`config.mk`:
```
export PLATFORM = sky130hd
export DESIGN_NAME = mlet_ctrl
export DESIGN_NICKNAME = d
export VERILOG_FILES = /design/src/sv/mlet_pkg.sv /design/src/sv/mlet_ctrl.sv
export SDC_FILE = /design/constraint.sdc
export NUM_CORES = 1
export LEC_CHECK = 0
export BUFFER_PORTS_ARGS = -buffer_cell sky130_fd_sc_hd__buf_2
export CORE_UTILIZATION = 47
export DETAILED_ROUTE_END_ITERATION = 10
export PLACE_DENSITY = 0.69
export SETUP_SLACK_MARGIN = 0.05
export SYNTH_ARGS = -nofsm -noshare
export SYNTH_HDL_FRONTEND = slang
export SYNTH_SLANG_ARGS = --single-unit
```
`constraint.sdc`:
```
create_clock -name clk_i -period 2.1 [get_ports clk_i]
set_input_delay 0.105 -clock clk_i [delete_from_list [all_inputs] [get_ports clk_i]]
set_output_delay 0.105 -clock clk_i [all_outputs]
set_load 0.1 [all_outputs]
```
`src/sv/mlet_pkg.sv`:
```
// Shared constants, codes and controller/datapath interface types for the line envelope tree.
package mlet_pkg;

  localparam int unsigned POINTS  = 1024;
  localparam int unsigned PIDX_W  = $clog2(POINTS);
  localparam int unsigned CNT_W   = PIDX_W + 1;
  localparam int unsigned NODES   = 2 * POINTS;
  localparam int unsigned NIDX_W  = PIDX_W + 1;
  localparam int unsigned EPOCH_W = 8;
  localparam int unsigned NODE_W  = EPOCH_W + 64;

  localparam logic signed [63:0] NO_LINE = 64'sh0FFF_FFFF_FFFF_FFFF;

  localparam logic [1:0] CMD_LOAD  = 2'd0;
  localparam logic [1:0] CMD_ADD   = 2'd1;
  localparam logic [1:0] CMD_QUERY = 2'd2;
  localparam logic [1:0] CMD_CLEAR = 2'd3;

  localparam logic [1:0] ST_OK        = 2'd0;
  localparam logic [1:0] ST_NOT_FOUND = 2'd1;
  localparam logic [1:0] ST_FULL      = 2'd2;

  typedef enum logic [4:0] {
    OP_NONE,
    OP_ACCEPT,
    OP_CLEAR,
    OP_LD_RD,
    OP_LD_SHIFT,
    OP_LD_WR,
    OP_AD_RD,
    OP_AD_PUT,
    OP_AD_XL,
    OP_AD_XM,
    OP_AD_XR,
    OP_AD_MUL,
    OP_AD_ACC,
    OP_AD_STEP,
    OP_QB_RD,
    OP_QB_CMP,
    OP_QF_RD,
    OP_QW_INIT,
    OP_QW_RD,
    OP_QW_MUL,
    OP_QW_ACC,
    OP_FIN,
    OP_SWEEP
  } op_e;

  typedef enum logic [1:0] {
    FIN_OK,
    FIN_FULL,
    FIN_NF,
    FIN_QRY
  } fin_e;

  typedef struct packed {
    op_e  op;
    fin_e fin;
  } ctl_cmd_t;

  typedef struct packed {
    logic [1:0] cmd;
    logic       cnt_full;
    logic       cnt_zero;
    logic       epoch_zero;
    logic       sweep_last;
    logic       p_zero;
    logic       prd_gt_x;
    logic       prd_ne_x;
    logic       lo_lt_hi;
    logic       lo_ge_cnt;
    logic       node_hit;
    logic       dec_keep;
    logic       dec_take;
    logic       w_le1;
    logic       e_last;
    logic       i_one;
    logic       out_free;
  } dp_sts_t;

endpackage

```
`src/sv/mlet_ctrl.sv`:
```
// Sequencing state machine for load, add-line, query, clear and the tag clearing pass.
module mlet_ctrl (
  input  logic               clk_i,
  input  logic               rst_ni,
  input  logic               in_valid_i,
  output logic               in_ready_o,
  input  mlet_pkg::dp_sts_t  sts_i,
  output mlet_pkg::ctl_cmd_t cmd_o
);
  import mlet_pkg::*;

  localparam logic [4:0] S_IDLE   = 5'd0;
  localparam logic [4:0] S_DISP   = 5'd1;
  localparam logic [4:0] S_LD_RD  = 5'd2;
  localparam logic [4:0] S_LD_CMP = 5'd3;
  localparam logic [4:0] S_LD_WR  = 5'd4;
  localparam logic [4:0] S_AD_NRD = 5'd5;
  localparam logic [4:0] S_AD_XL  = 5'd6;
  localparam logic [4:0] S_AD_XM  = 5'd7;
  localparam logic [4:0] S_AD_XR  = 5'd8;
  localparam logic [4:0] S_AD_MUL = 5'd9;
  localparam logic [4:0] S_AD_ACC = 5'd10;
  localparam logic [4:0] S_AD_DEC = 5'd11;
  localparam logic [4:0] S_QB_CHK = 5'd12;
  localparam logic [4:0] S_QB_CMP = 5'd13;
  localparam logic [4:0] S_QF_RD  = 5'd14;
  localparam logic [4:0] S_QF_CHK = 5'd15;
  localparam logic [4:0] S_QW_RD  = 5'd16;
  localparam logic [4:0] S_QW_MUL = 5'd17;
  localparam logic [4:0] S_QW_ACC = 5'd18;
  localparam logic [4:0] S_FIN    = 5'd19;
  localparam logic [4:0] S_SWEEP  = 5'd20;

  logic [4:0] state_q, state_d;
  fin_e       fin_q, fin_d;
  op_e        op;

  always_comb begin
    state_d = state_q;
    fin_d   = fin_q;
    op      = OP_NONE;
    case (state_q)
      S_IDLE: begin
        if (in_valid_i) begin
          op      = OP_ACCEPT;
          state_d = S_DISP;
        end
      end
      S_DISP: begin
        case (sts_i.cmd)
          CMD_LOAD: begin
            if (sts_i.cnt_full) begin
              fin_d   = FIN_FULL;
              state_d = S_FIN;
            end else begin
              state_d = S_LD_RD;
            end
          end
          CMD_ADD: begin
            if (sts_i.cnt_zero) begin
              fin_d   = FIN_OK;
              state_d = S_FIN;
            end else begin
              state_d = S_AD_NRD;
            end
          end
          CMD_QUERY: state_d = S_QB_CHK;
          default: begin
            op      = OP_CLEAR;
            fin_d   = FIN_OK;
            state_d = S_FIN;
          end
        endcase
      end
      S_LD_RD: begin
        if (sts_i.p_zero) begin
          state_d = S_LD_WR;
        end else begin
          op      = OP_LD_RD;
          state_d = S_LD_CMP;
        end
      end
      S_LD_CMP: begin
        if (sts_i.prd_gt_x) begin
          op      = OP_LD_SHIFT;
          state_d = S_LD_RD;
        end else begin
          state_d = S_LD_WR;
        end
      end
      S_LD_WR: begin
        op      = OP_LD_WR;
        fin_d   = FIN_OK;
        state_d = S_FIN;
      end
      S_AD_NRD: begin
        op      = OP_AD_RD;
        state_d = S_AD_XL;
      end
      S_AD_XL: begin
        if (!sts_i.node_hit) begin
          // An empty node takes the line and the walk ends.
          op      = OP_AD_PUT;
          fin_d   = FIN_OK;
          state_d = S_FIN;
        end else begin
          op      = OP_AD_XL;
          state_d = S_AD_XM;
        end
      end
      S_AD_XM: begin
        op      = OP_AD_XM;
        state_d = S_AD_XR;
      end
      S_AD_XR: begin
        op      = OP_AD_XR;
        state_d = S_AD_MUL;
      end
      S_AD_MUL: begin
        op      = OP_AD_MUL;
        state_d = S_AD_ACC;
      end
      S_AD_ACC: begin
        op      = OP_AD_ACC;
        state_d = sts_i.e_last ? S_AD_DEC : S_AD_MUL;
      end
      S_AD_DEC: begin
        fin_d = FIN_OK;
        if (sts_i.dec_keep) begin
          state_d = S_FIN;
        end else if (sts_i.dec_take) begin
          op      = OP_AD_PUT;
          state_d = S_FIN;
        end else if (sts_i.w_le1) begin
          state_d = S_FIN;
        end else begin
          op      = OP_AD_STEP;
          state_d = S_AD_NRD;
        end
      end
      S_QB_CHK: begin
        if (sts_i.lo_lt_hi) begin
          op      = OP_QB_RD;
          state_d = S_QB_CMP;
        end else begin
          state_d = S_QF_RD;
        end
      end
      S_QB_CMP: begin
        op      = OP_QB_CMP;
        state_d = S_QB_CHK;
      end
      S_QF_RD: begin
        if (sts_i.lo_ge_cnt) begin
          fin_d   = FIN_NF;
          state_d = S_FIN;
        end else begin
          op      = OP_QF_RD;
          state_d = S_QF_CHK;
        end
      end
      S_QF_CHK: begin
        if (sts_i.prd_ne_x) begin
          fin_d   = FIN_NF;
          state_d = S_FIN;
        end else begin
          op      = OP_QW_INIT;
          state_d = S_QW_RD;
        end
      end
      S_QW_RD: begin
        op      = OP_QW_RD;
        state_d = S_QW_MUL;
      end
      S_QW_MUL: begin
        op      = OP_QW_MUL;
        state_d = S_QW_ACC;
      end
      S_QW_ACC: begin
        op = OP_QW_ACC;
        if (sts_i.i_one) begin
          fin_d   = FIN_QRY;
          state_d = S_FIN;
        end else begin
          state_d = S_QW_RD;
        end
      end
      S_FIN: begin
        if (sts_i.out_free) begin
          op      = OP_FIN;
          state_d = sts_i.epoch_zero ? S_SWEEP : S_IDLE;
        end
      end
      S_SWEEP: begin
        op = OP_SWEEP;
        if (sts_i.sweep_last) begin
          state_d = S_IDLE;
        end
      end
      default: state_d = S_IDLE;
    endcase
  end

  always_ff @(posedge clk_i or negedge rst_ni) begin
    if (!rst_ni) begin
      state_q <= S_SWEEP;
      fin_q   <= FIN_OK;
    end else begin
      state_q <= state_d;
      fin_q   <= fin_d;
    end
  end

  assign in_ready_o = (state_q == S_IDLE);
  assign cmd_o.op   = op;
  assign cmd_o.fin  = fin_q;

endmodule

```
### Word level (Yosys, flattened, before mapping)

Cells that the tools add are included.

* latch bits: 0
* bits in writable memories: 0
* output and inout port bits: 8
* memories: 0
* register bits: 7
* logic and storage cells: 81
* ROM bits: 0

* eq/ne operators: 32
* shift operators: 0
* bitwise logic cells: 0
* $lt $le $gt $ge: 0
* divide/modulo/power cells: 0
* $mul: 0
* reductions and logical operators: 7
* mux-type cells: 40
* $add $sub $neg: 0

Operator list (number)
* $pmux W5 S21: 2
* $mux W5: 14
* $eq A5 B4 Y1 const B: 8
* $eq A5 B5 Y1 const B: 5
* $mux W2: 12
* $eq A5 B3 Y1 const B: 4
* $mux W4: 5
* $ne A2 B2 Y1 const B: 8
* $pmux W5 S3: 1
* $pmux W2 S6: 1
* $eq A5 B2 Y1 const B: 2
* $mux W3: 3
* $reduce_and A8 Y1: 1
* $ne A3 B3 Y1 const B: 2
* $pmux W2 S3: 1
* $reduce_bool A6 Y1: 1
* $eq A5 B1 Y1 const B: 1
* $logic_not A5 Y1: 1
* $reduce_and A3 Y1: 1
* $reduce_or A3 Y1: 1
* $eq A2 B1 Y1 const B: 1
* $eq A2 B2 Y1 const B: 1
* $logic_not A2 Y1: 1
* $reduce_or A2 Y1: 1
* $mux W1: 1

### Longest topological paths before layout

* word-level depth: 4
* depth in mapped cells: 7
* gate-level depth less buffers: 5

### Worst setup path before layout

No wires, ideal clock.

* path type: flip-flop to output port
* from: register state_q[1]
* to: output cmd_o[5] (netlist bit)
* stages on the path, launching flop included: 7
* arrival time: 3.115 ns
* setup slack: -1.120 ns
* path through: dfrtp_1 > buf_2 > buf_2 > buf_2 > o22ai_1 > a21oi_1 > o21ai_0

RTL lines
* from (decl): RTL line mlet_ctrl.sv:34 `logic [4:0] state_q, state_d;`
* from (signal assigned): RTL line mlet_ctrl.sv:209 `state_q <= state_d;`
* to (decl): RTL line mlet_ctrl.sv:8 `output mlet_pkg::ctl_cmd_t cmd_o`

==> results.toml <==
[status]
status = "finished, final reports clean"

[placed_design]
port_buffers = 28
gp_congestion = 0.988
dp_slack_ns = 0.229
dp_hpwl_mm = 3.22

[routing]
firstDrtPassIters = 4
routedWlPerCell_um = 18.6
antenna_left = 0
drc = 0
via_per_inst = 6.52
num_vias = 1564
drt_wl_total_mm = 4.47
drt_iter0_drc = 85

[floorplan]
io_pins = 29
num_rows = 17
die_width_um = 51.3
core_um2 = 2250
start_util_pct = 50.6
die_h_um = 51.3
die_area_um2 = 2630

[critical_path]
end_kind = "output port"
path_class = "reg2out"
cp.required_ns = 2.00
reg2reg_from = "state_q[3]"
cp-startpoint = "state_q[2]"
cp-start-kind = "register"
path_cells = "buf_4 -> a21oi_1 -> mux2_2 -> a221oi_2 -> nand2_2 -> buf_12"
r2r_end = "state_q[4]"
reg2regPathDepth = 6
worst-r2r-setup-slack_ns = 0.13
crit_end = "cmd_o[4]"
path_max_fanout = 9
cp_slowest_cell = "dfstp_2"
slowest_delay_ns = 0.62
cp.arrival_ns = 1.96

[synthesis]
ys_warn_count = 0
ys_top_cells_by_count = "nand2_1 (22), nor2_1 (14), a21oi_1 (13)"
syn_avg_cell_area_um2 = 6.87
synth_top_area_share_pct = 11.0
ys_seq_area_share_pct = 15.6
yosys.area.top_type = "dfrtp_1"
syn_area_um2 = 1140
synth_edf_count = 0
synthMostInstantiatedCell = "nand2_1"
synth_cell_type_count = 53
postSynthCellCount = 166
synthArstFlopShare_pct = 100
synthFlopType = "dfrtp_1"
syn_nets = 187
ys_top_cells_by_area = "dfrtp_1 (11%), nand2_1 (7.2%), a21oi_1 (5.7%)"
synth_seq_cells = 7

[timing]
max_freq_mhz = 484
slew_viol_final = 0
setup_viol = 0
fin_setup_tns_ns = 0
timing.slew.headroom_pct = 68.0
tightest_slew_ns = 0.484
final-hold-violation-count = 0
period_needed_ns = 2.07
finalWorstSetupSlack_ns = 0.0326
rsz0062_at_grt = "yes"
skew_ns = 0.00454
fin_crit_sh_pct = 98.4

[grt]
grt_max_degree = 21
antenna_found_initial = 0
grt_pass1_vias = 1382
grt_usage_pct = 36.4
grt_pass1_wl_mm = 6.95
grt-ovfl-total = 0

[layout]
diodes = 0
multi_input_area_um2 = 972
fin_util_pct = 74.6
drive_gt1_share_pct = 38.2
final_nets = 234
area_growth_pct = 47.5
fillCellCount = 177
ff_latch_area_um2 = 183

[cts]
cts_buffer_depth = 2
cts_tree = "built"
clock_latency_ns = 0.27
htreeDepth = 1
cts_sinks = 7
clk_transition_reported_paths_ns = 0.06
root_buffer = "clkbuf_4"
cts_made_buffers = 3

[min_path]
whs_path_depth = 3
hp-class = "in2reg"

[flow_run]
maxCapViolCount = 0
==> timing repair <==
action | CTS | global route
gates resized for setup | 6 | 9
endpoints found under the hold margin | 7 | 0
setup buffers | 1 | 10
endpoints found under the setup margin | 5 | 6
pin swaps | 2 | 4
hold buffers | 1 | 0
==> area by class of cell <==
class	instances	share of cell area (%)
Clock buffer	4	1.56
Inverter	4	0.892
Multi-Input combinational cell	142	57.8
Sequential cell	7	10.9
Tap cell	28	2.08
Timing Repair Buffer	55	26.8
==> cell families (layout without fill, tap and decap cells) <==
logic type	after synthesis	after routing	share of synthesized area [%]
and+or+nand+nor	81	81	38.6
muxes	5	5	4.61
buffers and inverters	17	63	7.89
AOI/OAI and AO/OA	56	56	33.3
DFF	7	7	15.6
==> per-layer routing <==
| metal | part of all wire, % | track usage (%) | vias up |
|---|---|---|---|
| met5 | 0 | 0 | - |
| met4 | 3.5 | 11.7 | 0 |
| met3 | 10 | 9.23 | 24 |
| met2 | 47 | 59.0 | 108 |
| met1 | 40 | 46.8 | 713 |
| li1 | - | - | 719 |
==> how the worst min path moves through the flow <==
stage,start,to,slack [ns]
finish,sts_i[12],state_q[2],0.14
CTS,sts_i[12],state_q[2],0.13
detailed placement,rst_ni,fin_q[0],-0.05
global placement,rst_ni,fin_q[1],-0.06
global route,sts_i[12],state_q[2],0.13
floorplan,rst_ni,fin_q[0],-0.19
==> cell usage in the layout, fill, tap and decap left out, types with 4 or more instances in the layout <==
| cell type | Yosys | final |
|---|---|---|
| nor2_1 | 14 | 12 |
| nand3_1 | 4 | 4 |
| o21ai_0 | 8 | 7 |
| buf_4 | 2 | 23 |
| nand2b_1 | 8 | 8 |
| nand2_1 | 22 | 19 |
| buf_2 | 9 | 22 |
| nor2b_1 | 6 | 5 |
| o22ai_1 | 4 | 4 |
| nor3_1 | 7 | 6 |
| a21oi_1 | 13 | 11 |
| buf_12 | 0 | 5 |
| dfrtp_1 | 5 | 4 |
| o21ai_1 | 4 | 5 |
==> worst max-delay path, delay by kind of cell (launching register included) <==
family / cells / cell delay, ns
flip-flops: 1 / 0.62
buffers and inverters: 2 / 0.38
AO/OA/AOI/OAI: 2 / 0.31
multiplexers: 1 / 0.28
AND/OR/NAND/NOR: 1 / 0.10
==> sequential cells by signal, summed over array words and instances, names as in the netlist <==
name / flops
state_q: 5
fin_q: 2
==> stage by stage <==
stage               instance area [um2]  hold WS, ns  std cells
floorplan                          1230       -0.191        166
global placement                   1500      -0.0554        224
detailed placement                 1500      -0.0467        224
CTS                                1570        0.126        230
global route                       1680        0.126        240
finish                             1680        0.138        240
Power is not shown: default switching activity piles up to over one toggle a cycle in this logic, so the estimate is an artifact.
